===== src/design/wodo_pkg.sv =====
// Shared constants, types and the CORDIC angle table for the wheel odometry integrator.
// No dependencies.
package wodo_pkg;

    localparam int ANGLE_BITS   = 16;
    localparam int POS_BITS     = 48;
    localparam int DT_FRAC_BITS = 20;
    localparam int TRIG_BITS    = 16;
    localparam int SPEED_W      = 24;
    localparam int RATE_W       = 24;
    localparam int DT_W         = 21;
    localparam int VEL_W        = 24;
    localparam int CORDIC_ITERS = 30;
    localparam int CNT_W        = 5;
    localparam int CW           = 34;
    localparam int MA_W         = 26;
    localparam int MB_W         = 22;
    localparam int MP_W         = MA_W + MB_W;
    localparam int TURN_W       = 32;

    localparam logic signed [CW-1:0] X_START = CW'(652032874);

    typedef enum logic [3:0] {
        S_IDLE,
        S_STEP,
        S_CSTEP,
        S_CHEAD,
        S_CHALF,
        S_VX,
        S_VY,
        S_P1,
        S_P2,
        S_P3,
        S_P4,
        S_DX,
        S_DY
    } state_t;

    typedef struct packed {
        logic              start;
        logic [TURN_W-1:0] turn;
    } cordic_req_t;

    typedef struct packed {
        logic                        done;
        logic signed [TRIG_BITS-1:0] cos_v;
        logic signed [TRIG_BITS-1:0] sin_v;
    } cordic_rsp_t;

    function automatic logic signed [CW-1:0] atan_turn(input logic [CNT_W-1:0] i);
        logic signed [CW-1:0] r;
        case (i)
            5'd0:    r = CW'(536870912);
            5'd1:    r = CW'(316933406);
            5'd2:    r = CW'(167458907);
            5'd3:    r = CW'(85004756);
            5'd4:    r = CW'(42667331);
            5'd5:    r = CW'(21354465);
            5'd6:    r = CW'(10679838);
            5'd7:    r = CW'(5340245);
            5'd8:    r = CW'(2670163);
            5'd9:    r = CW'(1335087);
            5'd10:   r = CW'(667544);
            5'd11:   r = CW'(333772);
            5'd12:   r = CW'(166886);
            5'd13:   r = CW'(83443);
            5'd14:   r = CW'(41722);
            5'd15:   r = CW'(20861);
            5'd16:   r = CW'(10430);
            5'd17:   r = CW'(5215);
            5'd18:   r = CW'(2608);
            5'd19:   r = CW'(1304);
            5'd20:   r = CW'(652);
            5'd21:   r = CW'(326);
            5'd22:   r = CW'(163);
            5'd23:   r = CW'(81);
            5'd24:   r = CW'(41);
            5'd25:   r = CW'(20);
            5'd26:   r = CW'(10);
            5'd27:   r = CW'(5);
            5'd28:   r = CW'(3);
            5'd29:   r = CW'(1);
            default: r = '0;
        endcase
        return r;
    endfunction

endpackage


===== src/design/wodo_if.sv =====
// Valid/ready channel interfaces: configuration, tick input and pose output.
// Depends on wodo_pkg.
interface wodo_cfg_if;
    logic                             valid;
    logic                             ready;
    logic [wodo_pkg::ANGLE_BITS-1:0]  data;
    modport source (output valid, output data, input ready);
    modport sink (input valid, input data, output ready);
endinterface

interface wodo_tick_if;
    logic                              valid;
    logic                              ready;
    logic signed [wodo_pkg::SPEED_W-1:0] speed;
    logic signed [wodo_pkg::RATE_W-1:0]  yaw_rate;
    logic [wodo_pkg::DT_W-1:0]           elapsed;
    modport source (output valid, output speed, output yaw_rate, output elapsed, input ready);
    modport sink (input valid, input speed, input yaw_rate, input elapsed, output ready);
endinterface

interface wodo_pose_if;
    logic                                  valid;
    logic                                  ready;
    logic signed [wodo_pkg::POS_BITS-1:0]  pos_x;
    logic signed [wodo_pkg::POS_BITS-1:0]  pos_y;
    logic [wodo_pkg::ANGLE_BITS-1:0]       heading;
    logic signed [wodo_pkg::VEL_W-1:0]     vel_x;
    logic signed [wodo_pkg::VEL_W-1:0]     vel_y;
    logic signed [wodo_pkg::TRIG_BITS-1:0] quat_z;
    logic signed [wodo_pkg::TRIG_BITS-1:0] quat_w;
    logic                                  saturated;
    modport source (output valid, output pos_x, output pos_y, output heading, output vel_x,
                    output vel_y, output quat_z, output quat_w, output saturated, input ready);
    modport sink (input valid, input pos_x, input pos_y, input heading, input vel_x,
                  input vel_y, input quat_z, input quat_w, input saturated, output ready);
endinterface


===== src/design/wodo_mul.sv =====
// Shared signed multiplier with a registered product.
// Depends on wodo_pkg.
module wodo_mul (
    input  logic                             clk,
    input  logic signed [wodo_pkg::MA_W-1:0] a,
    input  logic signed [wodo_pkg::MB_W-1:0] b,
    output logic signed [wodo_pkg::MP_W-1:0] p
);
    logic signed [wodo_pkg::MP_W-1:0] p_reg;

    always_ff @(posedge clk)
    begin
        p_reg <= wodo_pkg::MP_W'(a) * wodo_pkg::MP_W'(b);
    end

    assign p = p_reg;
endmodule


===== src/design/wodo_cordic.sv =====
// Iterative rotation-mode CORDIC, one micro-rotation per cycle, sin/cos of a turn fraction.
// Depends on wodo_pkg.
module wodo_cordic (
    input  logic                  clk,
    input  logic                  rst_n,
    input  wodo_pkg::cordic_req_t req,
    output wodo_pkg::cordic_rsp_t rsp
);
    localparam int CW = wodo_pkg::CW;
    localparam int SH = 31 - wodo_pkg::TRIG_BITS;
    localparam logic signed [CW-1:0] QUARTER = CW'(64'sd1 << 30);
    localparam logic signed [CW-1:0] HALF    = CW'(64'sd1 << 31);
    localparam logic signed [CW-1:0] RND     = CW'(64'sd1 << (SH - 1));
    localparam logic signed [CW-1:0] TMAX    = CW'((64'sd1 << (wodo_pkg::TRIG_BITS - 1)) - 1);
    localparam logic signed [CW-1:0] TMIN    = -TMAX - CW'(1);

    logic signed [CW-1:0] x_reg, y_reg, z_reg;
    logic [wodo_pkg::CNT_W-1:0] cnt_reg;
    logic run_reg, done_reg, neg_reg;
    logic signed [CW-1:0] z0, xs, ys, xv, yv, xr, yr;

    assign z0 = CW'(signed'(req.turn));
    assign xs = x_reg >>> cnt_reg;
    assign ys = y_reg >>> cnt_reg;

    always_ff @(posedge clk or negedge rst_n)
    begin
        if (!rst_n)
        begin
            run_reg  <= 1'b0;
            done_reg <= 1'b0;
            cnt_reg  <= '0;
        end
        else
        begin
            done_reg <= 1'b0;
            if (req.start)
            begin
                run_reg <= 1'b1;
                cnt_reg <= '0;
            end
            else if (run_reg)
            begin
                cnt_reg <= cnt_reg + 1'b1;
                if (cnt_reg == wodo_pkg::CNT_W'(wodo_pkg::CORDIC_ITERS - 1))
                begin
                    run_reg  <= 1'b0;
                    done_reg <= 1'b1;
                end
            end
        end
    end

    always_ff @(posedge clk)
    begin
        if (req.start)
        begin
            x_reg <= wodo_pkg::X_START;
            y_reg <= '0;
            if (z0 > QUARTER)
            begin
                z_reg   <= z0 - HALF;
                neg_reg <= 1'b1;
            end
            else if (z0 < -QUARTER)
            begin
                z_reg   <= z0 + HALF;
                neg_reg <= 1'b1;
            end
            else
            begin
                z_reg   <= z0;
                neg_reg <= 1'b0;
            end
        end
        else if (run_reg)
        begin
            if (!z_reg[CW-1])
            begin
                x_reg <= x_reg - ys;
                y_reg <= y_reg + xs;
                z_reg <= z_reg - wodo_pkg::atan_turn(cnt_reg);
            end
            else
            begin
                x_reg <= x_reg + ys;
                y_reg <= y_reg - xs;
                z_reg <= z_reg + wodo_pkg::atan_turn(cnt_reg);
            end
        end
    end

    assign xv = neg_reg ? -x_reg : x_reg;
    assign yv = neg_reg ? -y_reg : y_reg;
    assign xr = (xv + RND) >>> SH;
    assign yr = (yv + RND) >>> SH;

    always_comb
    begin
        rsp.done  = done_reg;
        rsp.cos_v = (xr > TMAX) ? TMAX[wodo_pkg::TRIG_BITS-1:0] :
                    (xr < TMIN) ? TMIN[wodo_pkg::TRIG_BITS-1:0] : xr[wodo_pkg::TRIG_BITS-1:0];
        rsp.sin_v = (yr > TMAX) ? TMAX[wodo_pkg::TRIG_BITS-1:0] :
                    (yr < TMIN) ? TMIN[wodo_pkg::TRIG_BITS-1:0] : yr[wodo_pkg::TRIG_BITS-1:0];
    end
endmodule


===== src/design/wheel_odometry_integrator.sv =====
// Dead-reckoning odometry: one tick in, one pose item out, using a shared CORDIC and multiplier.
// Steps from tick accept to pose valid: a step state, three CORDIC runs (step, heading and
// half heading), then the multiply/accumulate states for velocity, rotation and position.
// A new tick is taken only when idle with no pose waiting, so ticks do not overlap.
// Reset (rst_n, async, active low) clears heading and both positions; a config write loads heading.
// Depends on wodo_pkg, wodo_if, wodo_mul and wodo_cordic.
module wheel_odometry_integrator (
    input logic              clk,
    input logic              rst_n,
    wodo_cfg_if.sink         cfg,
    wodo_tick_if.sink        tick,
    wodo_pose_if.source      pose
);
    localparam int AB = wodo_pkg::ANGLE_BITS;
    localparam int TB = wodo_pkg::TRIG_BITS;
    localparam int DB = wodo_pkg::DT_FRAC_BITS;
    localparam int PB = wodo_pkg::POS_BITS;
    localparam int MP = wodo_pkg::MP_W;
    localparam int VW = wodo_pkg::VEL_W;
    localparam int SW = PB + 2;
    localparam logic signed [MP-1:0] RND_T = MP'(64'sd1 << (TB - 2));
    localparam logic signed [MP:0]   RND_T1 = (MP + 1)'(64'sd1 << (TB - 2));
    localparam logic signed [MP-1:0] RND_D = MP'(64'sd1 << (DB - 1));
    localparam logic signed [MP-1:0] VMAX = MP'((64'sd1 << (VW - 1)) - 1);
    localparam logic signed [MP-1:0] VMIN = -VMAX - MP'(1);
    localparam logic signed [SW-1:0] PMAX = SW'((65'sd1 <<< (PB - 1)) - 1);
    localparam logic signed [SW-1:0] PMIN = -PMAX - SW'(1);

    wodo_pkg::state_t state_reg, state_next;
    wodo_pkg::cordic_req_t creq;
    wodo_pkg::cordic_rsp_t crsp;

    logic signed [wodo_pkg::MA_W-1:0] mul_a;
    logic signed [wodo_pkg::MB_W-1:0] mul_b;
    logic signed [MP-1:0] prod;

    logic signed [wodo_pkg::SPEED_W-1:0] speed_reg;
    logic [wodo_pkg::DT_W-1:0]           elapsed_reg;
    logic [AB-1:0]                       heading_reg;
    logic signed [PB-1:0]                pos_x_reg, pos_y_reg;
    logic signed [TB-1:0] dc_reg, ds_reg, hc_reg, hs_reg, qc_reg, qs_reg;
    logic signed [VW-1:0] vx_reg, vy_reg;
    logic signed [MP-1:0] acc_reg;
    logic signed [wodo_pkg::MA_W-1:0] rx_reg, ry_reg;
    logic out_valid_reg, sat_reg;

    logic [AB-1:0]          step;
    logic signed [MP-1:0]   sum_d, vrnd, drnd;
    logic signed [MP:0]     rsum;
    logic signed [VW-1:0]   vclip;
    logic signed [SW-1:0]   pos_sum;
    logic signed [PB-1:0]   pos_clip;
    logic                   pos_ovf;
    logic signed [wodo_pkg::MB_W-1:0] dt_op;

    assign sum_d = prod + RND_D;
    assign step  = sum_d[DB+AB-1:DB];
    assign vrnd  = (prod + RND_T) >>> (TB - 1);
    assign vclip = (vrnd > VMAX) ? VMAX[VW-1:0] : (vrnd < VMIN) ? VMIN[VW-1:0] : vrnd[VW-1:0];
    assign rsum  = ((state_reg == wodo_pkg::S_P2) ? ((MP + 1)'(acc_reg) - (MP + 1)'(prod))
                                                  : ((MP + 1)'(acc_reg) + (MP + 1)'(prod)))
                   + RND_T1;
    assign drnd  = sum_d >>> DB;
    assign pos_sum = ((state_reg == wodo_pkg::S_DX) ? SW'(pos_x_reg) : SW'(pos_y_reg)) + SW'(drnd);
    assign pos_ovf = (pos_sum > PMAX) || (pos_sum < PMIN);
    assign pos_clip = (pos_sum > PMAX) ? PMAX[PB-1:0] :
                      (pos_sum < PMIN) ? PMIN[PB-1:0] : pos_sum[PB-1:0];
    assign dt_op = signed'(wodo_pkg::MB_W'(elapsed_reg));

    wodo_mul u_mul (
        .clk (clk),
        .a   (mul_a),
        .b   (mul_b),
        .p   (prod)
    );

    wodo_cordic u_cordic (
        .clk   (clk),
        .rst_n (rst_n),
        .req   (creq),
        .rsp   (crsp)
    );

    assign tick.ready = (state_reg == wodo_pkg::S_IDLE) && !out_valid_reg;
    assign cfg.ready  = (state_reg == wodo_pkg::S_IDLE) && !out_valid_reg;

    always_ff @(posedge clk or negedge rst_n)
    begin
        if (!rst_n)
        begin
            state_reg <= wodo_pkg::S_IDLE;
        end
        else
        begin
            state_reg <= state_next;
        end
    end

    always_comb
    begin
        state_next = state_reg;
        creq.start = 1'b0;
        creq.turn  = '0;
        mul_a      = '0;
        mul_b      = '0;
        case (state_reg)
            wodo_pkg::S_IDLE:
            begin
                mul_a = wodo_pkg::MA_W'(tick.yaw_rate);
                mul_b = signed'(wodo_pkg::MB_W'(tick.elapsed));
                if (tick.valid && tick.ready)
                begin
                    state_next = wodo_pkg::S_STEP;
                end
            end
            wodo_pkg::S_STEP:
            begin
                creq.start = 1'b1;
                creq.turn  = {step, (wodo_pkg::TURN_W - AB)'(0)};
                state_next = wodo_pkg::S_CSTEP;
            end
            wodo_pkg::S_CSTEP:
            begin
                if (crsp.done)
                begin
                    creq.start = 1'b1;
                    creq.turn  = {heading_reg, (wodo_pkg::TURN_W - AB)'(0)};
                    state_next = wodo_pkg::S_CHEAD;
                end
            end
            wodo_pkg::S_CHEAD:
            begin
                if (crsp.done)
                begin
                    creq.start = 1'b1;
                    creq.turn  = {1'b0, heading_reg, (wodo_pkg::TURN_W - AB - 1)'(0)};
                    state_next = wodo_pkg::S_CHALF;
                end
            end
            wodo_pkg::S_CHALF:
            begin
                mul_a = wodo_pkg::MA_W'(speed_reg);
                mul_b = wodo_pkg::MB_W'(dc_reg);
                if (crsp.done)
                begin
                    state_next = wodo_pkg::S_VX;
                end
            end
            wodo_pkg::S_VX:
            begin
                mul_a = wodo_pkg::MA_W'(speed_reg);
                mul_b = wodo_pkg::MB_W'(ds_reg);
                state_next = wodo_pkg::S_VY;
            end
            wodo_pkg::S_VY:
            begin
                mul_a = wodo_pkg::MA_W'(vx_reg);
                mul_b = wodo_pkg::MB_W'(hc_reg);
                state_next = wodo_pkg::S_P1;
            end
            wodo_pkg::S_P1:
            begin
                mul_a = wodo_pkg::MA_W'(vy_reg);
                mul_b = wodo_pkg::MB_W'(hs_reg);
                state_next = wodo_pkg::S_P2;
            end
            wodo_pkg::S_P2:
            begin
                mul_a = wodo_pkg::MA_W'(vx_reg);
                mul_b = wodo_pkg::MB_W'(hs_reg);
                state_next = wodo_pkg::S_P3;
            end
            wodo_pkg::S_P3:
            begin
                mul_a = wodo_pkg::MA_W'(vy_reg);
                mul_b = wodo_pkg::MB_W'(hc_reg);
                state_next = wodo_pkg::S_P4;
            end
            wodo_pkg::S_P4:
            begin
                mul_a = rx_reg;
                mul_b = dt_op;
                state_next = wodo_pkg::S_DX;
            end
            wodo_pkg::S_DX:
            begin
                mul_a = ry_reg;
                mul_b = dt_op;
                state_next = wodo_pkg::S_DY;
            end
            wodo_pkg::S_DY:
            begin
                state_next = wodo_pkg::S_IDLE;
            end
            default:
            begin
                state_next = wodo_pkg::S_IDLE;
            end
        endcase
    end

    always_ff @(posedge clk or negedge rst_n)
    begin
        if (!rst_n)
        begin
            heading_reg   <= '0;
            pos_x_reg     <= '0;
            pos_y_reg     <= '0;
            out_valid_reg <= 1'b0;
        end
        else
        begin
            if (pose.valid && pose.ready)
            begin
                out_valid_reg <= 1'b0;
            end
            if (cfg.valid && cfg.ready)
            begin
                heading_reg <= cfg.data;
            end
            case (state_reg)
                wodo_pkg::S_STEP:
                begin
                    heading_reg <= heading_reg + step;
                end
                wodo_pkg::S_DX:
                begin
                    pos_x_reg <= pos_clip;
                end
                wodo_pkg::S_DY:
                begin
                    pos_y_reg     <= pos_clip;
                    out_valid_reg <= 1'b1;
                end
                default:
                begin
                end
            endcase
        end
    end

    always_ff @(posedge clk)
    begin
        case (state_reg)
            wodo_pkg::S_IDLE:
            begin
                if (tick.valid && tick.ready)
                begin
                    speed_reg   <= tick.speed;
                    elapsed_reg <= tick.elapsed;
                end
            end
            wodo_pkg::S_CSTEP:
            begin
                if (crsp.done)
                begin
                    dc_reg <= crsp.cos_v;
                    ds_reg <= crsp.sin_v;
                end
            end
            wodo_pkg::S_CHEAD:
            begin
                if (crsp.done)
                begin
                    hc_reg <= crsp.cos_v;
                    hs_reg <= crsp.sin_v;
                end
            end
            wodo_pkg::S_CHALF:
            begin
                if (crsp.done)
                begin
                    qc_reg <= crsp.cos_v;
                    qs_reg <= crsp.sin_v;
                end
            end
            wodo_pkg::S_VX:
            begin
                vx_reg <= vclip;
            end
            wodo_pkg::S_VY:
            begin
                vy_reg <= vclip;
            end
            wodo_pkg::S_P1, wodo_pkg::S_P3:
            begin
                acc_reg <= prod;
            end
            wodo_pkg::S_P2:
            begin
                rx_reg <= wodo_pkg::MA_W'(rsum >>> (TB - 1));
            end
            wodo_pkg::S_P4:
            begin
                ry_reg <= wodo_pkg::MA_W'(rsum >>> (TB - 1));
            end
            wodo_pkg::S_DX:
            begin
                sat_reg <= pos_ovf;
            end
            wodo_pkg::S_DY:
            begin
                sat_reg <= sat_reg | pos_ovf;
            end
            default:
            begin
            end
        endcase
    end

    assign pose.valid     = out_valid_reg;
    assign pose.pos_x     = pos_x_reg;
    assign pose.pos_y     = pos_y_reg;
    assign pose.heading   = heading_reg;
    assign pose.vel_x     = vx_reg;
    assign pose.vel_y     = vy_reg;
    assign pose.quat_z    = qs_reg;
    assign pose.quat_w    = qc_reg;
    assign pose.saturated = sat_reg;

    a_ready_idle: assert property (@(posedge clk) disable iff (!rst_n)
        tick.ready |-> !out_valid_reg && (state_reg == wodo_pkg::S_IDLE))
        else $error("tick ready while busy");

    a_out_drop: assert property (@(posedge clk) disable iff (!rst_n)
        (pose.valid && pose.ready) |=> !pose.valid)
        else $error("result repeated after handshake");

    a_sat_edge: assert property (@(posedge clk) disable iff (!rst_n)
        (pose.valid && pose.saturated) |->
            (pos_x_reg == PMAX[PB-1:0]) || (pos_x_reg == PMIN[PB-1:0]) ||
            (pos_y_reg == PMAX[PB-1:0]) || (pos_y_reg == PMIN[PB-1:0]))
        else $error("saturated flag without clipped position");

    a_cordic_done: assert property (@(posedge clk) disable iff (!rst_n)
        crsp.done |-> (state_reg == wodo_pkg::S_CSTEP) || (state_reg == wodo_pkg::S_CHEAD) ||
                      (state_reg == wodo_pkg::S_CHALF))
        else $error("cordic done outside a wait state");
endmodule


===== src/flat_wrapper.sv =====
// flat-port wrapper written by rule: the top's interface ports become plain ports
module wheel_odometry_integrator_flat 
  (clk, rst_n, cfg_valid, cfg_data, cfg_ready, tick_valid, tick_speed, tick_yaw_rate, tick_elapsed, tick_ready, pose_valid, pose_pos_x, pose_pos_y, pose_heading, pose_vel_x, pose_vel_y, pose_quat_z, pose_quat_w, pose_saturated, pose_ready);
  wodo_cfg_if cfg_i ();
  wodo_tick_if tick_i ();
  wodo_pose_if pose_i ();
  input logic clk;
  input logic rst_n;
  input wire logic [$bits(cfg_i.valid)-1:0] cfg_valid;
  input wire logic [$bits(cfg_i.data)-1:0] cfg_data;
  output wire logic [$bits(cfg_i.ready)-1:0] cfg_ready;
  input wire logic [$bits(tick_i.valid)-1:0] tick_valid;
  input wire logic [$bits(tick_i.speed)-1:0] tick_speed;
  input wire logic [$bits(tick_i.yaw_rate)-1:0] tick_yaw_rate;
  input wire logic [$bits(tick_i.elapsed)-1:0] tick_elapsed;
  output wire logic [$bits(tick_i.ready)-1:0] tick_ready;
  output wire logic [$bits(pose_i.valid)-1:0] pose_valid;
  output wire logic [$bits(pose_i.pos_x)-1:0] pose_pos_x;
  output wire logic [$bits(pose_i.pos_y)-1:0] pose_pos_y;
  output wire logic [$bits(pose_i.heading)-1:0] pose_heading;
  output wire logic [$bits(pose_i.vel_x)-1:0] pose_vel_x;
  output wire logic [$bits(pose_i.vel_y)-1:0] pose_vel_y;
  output wire logic [$bits(pose_i.quat_z)-1:0] pose_quat_z;
  output wire logic [$bits(pose_i.quat_w)-1:0] pose_quat_w;
  output wire logic [$bits(pose_i.saturated)-1:0] pose_saturated;
  input wire logic [$bits(pose_i.ready)-1:0] pose_ready;
  assign cfg_i.valid = cfg_valid;
  assign cfg_i.data = cfg_data;
  assign cfg_ready = cfg_i.ready;
  assign tick_i.valid = tick_valid;
  assign tick_i.speed = tick_speed;
  assign tick_i.yaw_rate = tick_yaw_rate;
  assign tick_i.elapsed = tick_elapsed;
  assign tick_ready = tick_i.ready;
  assign pose_valid = pose_i.valid;
  assign pose_pos_x = pose_i.pos_x;
  assign pose_pos_y = pose_i.pos_y;
  assign pose_heading = pose_i.heading;
  assign pose_vel_x = pose_i.vel_x;
  assign pose_vel_y = pose_i.vel_y;
  assign pose_quat_z = pose_i.quat_z;
  assign pose_quat_w = pose_i.quat_w;
  assign pose_saturated = pose_i.saturated;
  assign pose_i.ready = pose_ready;
  wheel_odometry_integrator u_core (.clk(clk), .rst_n(rst_n), .cfg(cfg_i), .tick(tick_i), .pose(pose_i));
endmodule

===== config.mk =====
export PLATFORM = sky130hd
export DESIGN_NAME = wheel_odometry_integrator_flat
export DESIGN_NICKNAME = d
export VERILOG_FILES = /design/src/design/wodo_pkg.sv /design/src/design/wodo_if.sv /design/src/design/wodo_mul.sv /design/src/design/wodo_cordic.sv /design/src/design/wheel_odometry_integrator.sv /design/src/flat_wrapper.sv
export SDC_FILE = /design/constraint.sdc
export NUM_CORES = 2
export LEC_CHECK = 0
export BUFFER_PORTS_ARGS = -buffer_cell sky130_fd_sc_hd__buf_2
export CORE_ASPECT_RATIO = 1.1
export CORE_MARGIN = 3
export CORE_UTILIZATION = 50
export CTS_CLUSTER_DIAMETER = 30
export DETAILED_ROUTE_END_ITERATION = 8
export PLACE_DENSITY = 0.71
export SLEW_MARGIN = 20
export SYNTH_ARGS = -nofsm -noshare
export SYNTH_HDL_FRONTEND = slang
export SYNTH_HIERARCHICAL = 1
export SYNTH_SLANG_ARGS = --single-unit

===== constraint.sdc =====
create_clock -name clk -period 18.8 [get_ports clk]
set_input_delay 0 -clock clk [delete_from_list [all_inputs] [get_ports clk]]
set_output_delay 0 -clock clk [all_outputs]
set_load 0.02 [all_outputs]

### After elaboration in Yosys (flattened, before gate mapping)

Memories as Yosys holds them, arrays and structs flattened.
Index checks and enable logic that the tools add are counted.

* reduce and logical (&&, ||, !) cells: 22
* shift operators: 2
* magnitude comparators: 10
* multipliers: 1
* equal/unequal tests: 17
* multiplexer cells: 49
* add/subtract/negate cells: 20
* bitwise gates (word level): 1

Operators with widths (count)
* $mux 34: 15
* $pmux 26 s6: 1
* $pmux 22 s6: 1
* $add 34x34->34: 3
* $sub 34x34->34: 3
* $pmux 33 s3: 1
* $mux 16: 6
* $mux 48: 2
* $add 34x16->34 const B: 2
* $neg 34->34: 2
* $sshr 34x5->34: 2
* $mux 33: 2
* $add 50x28->50: 1
* $gt 50x48->1 const B: 1
* $lt 50x48->1 const B: 1
* $mux 50: 1
* $add 48x16->48 const B: 1
* $add 48x21->48 const B: 1
* $mul 26x22->48: 1
* $mux 24: 2
* $pmux 4 s12: 1
* $add 41x16->41 const B: 1
* $add 41x41->41: 1
* $mux 41: 1
* 30 further kinds: 69

* bits in registers: 558
* ROM bits: 1920
* output and inout port bits: 196
* memories: 2
* word-level logic and storage cells: 151

Memories
* (name not given): depth 32, width 30, read ports 1, clocked after Yosys merged registers in 0, wr ports 0, RTL line wodo_pkg.sv:52 `case (i)`
* (name not given): depth 32, width 30, read ports 1, clocked after Yosys merged registers in 0, wr ports 0, RTL line wodo_pkg.sv:52

### Longest topological paths before layout

An unclocked memory read counts as a cell.

* word-level depth: 8
* depth in mapped cells: 34
* mapped depth without buffers: 30

### Cells and area by module

Netlist, hierarchy kept.

Modules (own cells, without submodules)
* wheel_odometry_integrator: area an instance 23691.5 um2, cells each 2446, instances 1, seq. area each 11426.0 um2
* wodo_mul: area an instance 21505.6 um2, cells each 2308, instances 1, seq. area each 960.9 um2
* wodo_cordic: area an instance 18448.9 um2, cells each 2381, instances 1, seq. area each 2587.5 um2

### Least setup slack after synthesis

Ideal clock, no wire load.

* path kind: register to register
* from: reg u_core.state_reg[1]
* to: reg u_core.u_mul.p_reg (netlist bit u_core/u_mul/p[45])
* cell stages (with the launch flop): 31
* path slack: 9899 ps
* library setup time: 65 ps
* clock period less this slack: 8901 ps
* data arrival time: 8836 ps
* required time: 18735 ps
* cells stage by stage: dfrtp_1 > clkbuf_1 > nand2_1 > o21ai_0 > and2_1 > clkbuf_1 > clkbuf_1 > nand2_1 > nand4_1 > clkbuf_1 > nand2_1 > fa_1 > inv_1 > fa_1 > inv_1 > fa_1 > inv_1 > fa_1 > fa_1 > fa_1 > inv_1 > fa_1 > inv_1 > ha_1 > and4_1 > a221oi_2 > a21oi_2 > o21ai_2 > o21ai_2 > or4b_1 > nand4b_1

* cells in the longest elaborated chain, start to end: 4
* elaborated cells between the ends (all ways): 18
* those cells by class: mul (1); eq/ne (8); mux (2); reduce/logical (7)

RTL lines
* start: declaration: RTL line wheel_odometry_integrator.sv:29 `wodo_pkg::state_t state_reg, state_next;`
* start signal: assignment: RTL line wheel_odometry_integrator.sv:91 `state_reg <= wodo_pkg::S_IDLE;`
* start signal: assignment: RTL line wheel_odometry_integrator.sv:95 `state_reg <= state_next;`
* $eq 4x3->1 or $eq 4x4->1 (tied branches): RTL line wheel_odometry_integrator.sv:106 `case (state_reg)`
* $reduce_or 2->1 (no source line)
* $pmux 26 s6 *: RTL line wheel_odometry_integrator.sv:106
* named net u_core.mul_a (one bit): RTL line wheel_odometry_integrator.sv:33 `logic signed [wodo_pkg::MA_W-1:0] mul_a;`
* $mul 26x22->48 *: RTL line wodo_mul.sv:13 `p_reg <= wodo_pkg::MP_W'(a) * wodo_pkg::MP_W'(b);`
* end signal: assignment: RTL line wodo_mul.sv:13
* end: declaration: RTL line wodo_mul.sv:9 `logic signed [wodo_pkg::MP_W-1:0] p_reg;`

Mark *: on every way through the listed nets, which the timed path passes. The rest lies on a longest branch.
A chain may end at the register's enable or synchronous reset.

### Worst setup path after layout

* from: reg u_core.state_reg[0]
* to: reg u_core.u_mul.p_reg (netlist bit u_core/u_mul/p[45])

* cells in the longest elaborated chain, start to end: 4
* elaborated cells between the ends (all ways): 18
* those cells by class: mul (1); eq/ne (8); mux (2); reduce/logical (7)

RTL lines
* $eq 4x4->1 or $eq 4x3->1 (tied branches): RTL line wheel_odometry_integrator.sv:106
* $reduce_or 2->1 (no source line)
* $pmux 22 s6 *: RTL line wheel_odometry_integrator.sv:106
* named net u_core.mul_b (one bit): RTL line wheel_odometry_integrator.sv:34 `logic signed [wodo_pkg::MB_W-1:0] mul_b;`
* $mul 26x22->48 *: RTL line wodo_mul.sv:13

Marks and branches as above.

==> results.toml <==
[clock_tree]
cts_made_buffers = 148
htree_levels = 4
insertion_delay_ns = 0.80
ctsLongestPathBuffers = 3
clkSlewWorstSetupHoldPaths_ns = 0.05
root_buffer = "clkbuf_16"
cts.sink_count = 558
cts_tree = "done"

[logic_synthesis]
synth_edf_count = 318
synth.avg_cell_area_um2 = 8.92
yosys_warnings = 6
synthArstFlopShare_pct = 22.2
synth_cells = 7135
synth-seq-area-share_pct = 23.5
synthesis.area_um2 = 63600
synth-seq-cells = 558
yosys-top-cells-area = "fa_1 18%, edfxtp_1 15%, ha_1 7.1%, nand2_1 5.9%, dfrtp_1 4.9%"
yosysTopAreaCellShare_pct = 18.4
netlist-cell-type-count = 123
yosysTopAreaCell = "fa_1"
ys.flop_type = "edfxtp_1"

[layout]
drive_above_1_share_pct = 11.2
syn_to_final_growth_pct = 14.4
num-nets-final = 8440
fill_cells = 10700
fin_util_pct = 57.9

[timing]
min_period_ns = 9.96
tightest_slew_ns = 1.10
max_freq_mhz = 100
report.final.hold_viol_count = 0
rsz0062_at_grt = "no"
min_period_over_period_pct = 53.0
setup_violations = 0
slew_headroom_pct = 25.8
slew_violations = 0
clock_skew_ns = 0.0604
setup_tns_ns = 0
whs_ns = 0.0620

[worst_setup_path]
required_ns = 19.49
slowest_stage = "a221o_1"
r2r-end = "u_core/u_mul/p[45]$_DFF_P_"
reg2reg_slack_ns = 8.84
crit_buf_inv = 3
slowest_delay_ns = 0.94
critPathTopFamily = "adder cells"
r2r-start = "u_core/state_reg[0]$_DFFE_PN0P_"
crit_path_end_kind = "register"
worst_path_most_repeated_cell = "fa_1"
r2r_cells = 25
critPathLaunchType = "register"
worstPathArrival_ns = 10.65
criticalPathCategory = "register to register"
worstPathMaxFanout = 40

[placed_design]
globalplace.congestion = 1.01
hpwl_um = 152000
port_buffers = 285

[global_routing]
grt_pass1_vias = 56100
antenna_found_initial = 4
grt_util_all_layers_pct = 30.8
grt_start_max_net_pins = 76
grt.overflow.total = 0
grt_pass1_wl_um = 319000

[floorplan]
die_area_um2 = 132000
start_util_pct = 50.6
rows = 136
fp.dieH_um = 380
dieWidth_um = 346
core_um2 = 126000
io_pins = 286

[route]
vias = 56100
drt_iter0_drc = 5108
via_per_inst = 6.10
routed_wl_um = 207000
ant_nets = 0
wl_per_cell_um = 22.5
drtPass1Iterations = 7
drcViolationCount = 0

[min_path]
hp-start = "tick_elapsed[19]"
min_delay_worst_endpoint = "u_core/elapsed_reg[19]$_DFFE_PP_"
hold_path.class = "primary input to register"
whs_path_depth = 2

[run]
maxCapViolations = 0

[pwr]
irDropWorstVdd_mv = 0.128
power_density_nw_per_um2 = 98.4
p_leak_nw = 32.5

[status]
status = "finished clean"
-- cell usage in the layout, fill, tap and decap left out, drive strengths merged, types with 287 or more instances in the layout --
cell type,instances
ha,363
xnor2,287
nor2,436
fa,586
o21ai,389
a21oi,361
nand2,1000
buf,380
edfxtp,318
inv,698
-- metrics by stage --
| stage | power, mW | cells | setup WS (ns) | area [um2] |
|---|---|---|---|---|
| 2_1_floorplan | 3.83 | 7164 | 9.90 | 63800 |
| 3_3_place_gp | 4.42 | 8785 | 9.09 | 66300 |
| 3_5_place_dp | 4.49 | 8785 | 8.83 | 66300 |
| 4_1_cts | 7.13 | 9179 | 8.81 | 72800 |
| 5_1_grt | 7.56 | 9179 | 8.21 | 72800 |
| 6_report | 7.16 | 9182 | 8.84 | 72800 |
-- synth_stat cells, types with 104 or more instances --
cell type and instances:
a21o_1 107, a21oi_1 358, a22oi_1 123, and2_1 266
clkbuf_1 307, dfrtp_1 124, dfxtp_1 116, edfxtp_1 318
fa_1 586, ha_1 363, inv_1 681, mux2i_1 109
nand2_1 998, nand3_1 116, nor2_1 435, nor3_1 104
o21ai_0 292, xnor2_1 287, xor2_1 177
-- metal layers --
layer / GRT usage, % / up-vias / wire, um
met5: 0 / - / 27
met4: 18.4 / 4 / 14000
met3: 6.38 / 754 / 16900
met2: 50.7 / 2806 / 97300
met1: 37.4 / 27400 / 78500
li1: - / 25100 / -
-- timing repair --
| action | 4_1_cts | 5_1_grt |
|---|---|---|
| resized for setup | 0 | 0 |
| hold buffers | 122 | 0 |
| buffers inserted | 0 | 0 |
| endpoints found under the hold margin | 138 | 0 |
-- where the power goes --
| part | internal (mW) | leakage [nW] | switching (mW) |
|---|---|---|---|
| clock | 1.72 | 2.49 | 0.859 |
| sequential | 1.51 | 5.20 | 0.303 |
| combinational | 1.23 | 24.8 | 1.54 |
-- kinds of logic (layout without fill, tap and decap cells) --
family | Yosys count | count (layout) | share of synthesized area (%)
XOR/XNOR | 465 | 465 | 6.42
other | 1 | 33 | 0.00589
AO/OA/AOI/OAI | 1490 | 1490 | 15.2
multiplexers | 220 | 220 | 4.87
adder cells (fa/ha/maj) | 952 | 952 | 25.6
buffers and inverters | 1100 | 1459 | 6.77
AND/OR/NAND/NOR | 2349 | 2349 | 17.5
flip-flops | 558 | 558 | 23.5
-- final cells by class --
cell class / count / area [um2] / area share [%]
diodes: 3 / 7.51 / 0.0103
clock buffers: 179 / 4000 / 5.49
clock inverters: 93 / 1190 / 1.63
inverters: 686 / 2570 / 3.54
multi-input cells: 5506 / 44600 / 61.3
flip-flops and latches: 558 / 15000 / 20.6
well taps: 1656 / 2070 / 2.85
repair buffers: 501 / 3370 / 4.63
-- worst max-delay path by stage --
stage / depth (start not counted) / to / startpoint
floorplan: 30 / u_core/u_mul/p[45]$_DFF_P_ / u_core/state_reg[1]$_DFFE_PN0P_
global placement: 26 / u_core/u_mul/p[45]$_DFF_P_ / u_core/state_reg[0]$_DFFE_PN0P_
detailed placement: 26 / u_core/u_mul/p[45]$_DFF_P_ / u_core/state_reg[0]$_DFFE_PN0P_
CTS: 26 / u_core/u_mul/p[45]$_DFF_P_ / u_core/state_reg[0]$_DFFE_PN0P_
global route: 29 / u_core/u_mul/p[45]$_DFF_P_ / u_core/state_reg[2]$_DFFE_PN0P_
finish: 25 / u_core/u_mul/p[45]$_DFF_P_ / u_core/state_reg[0]$_DFFE_PN0P_
Power figures use the tool's default switching activity.
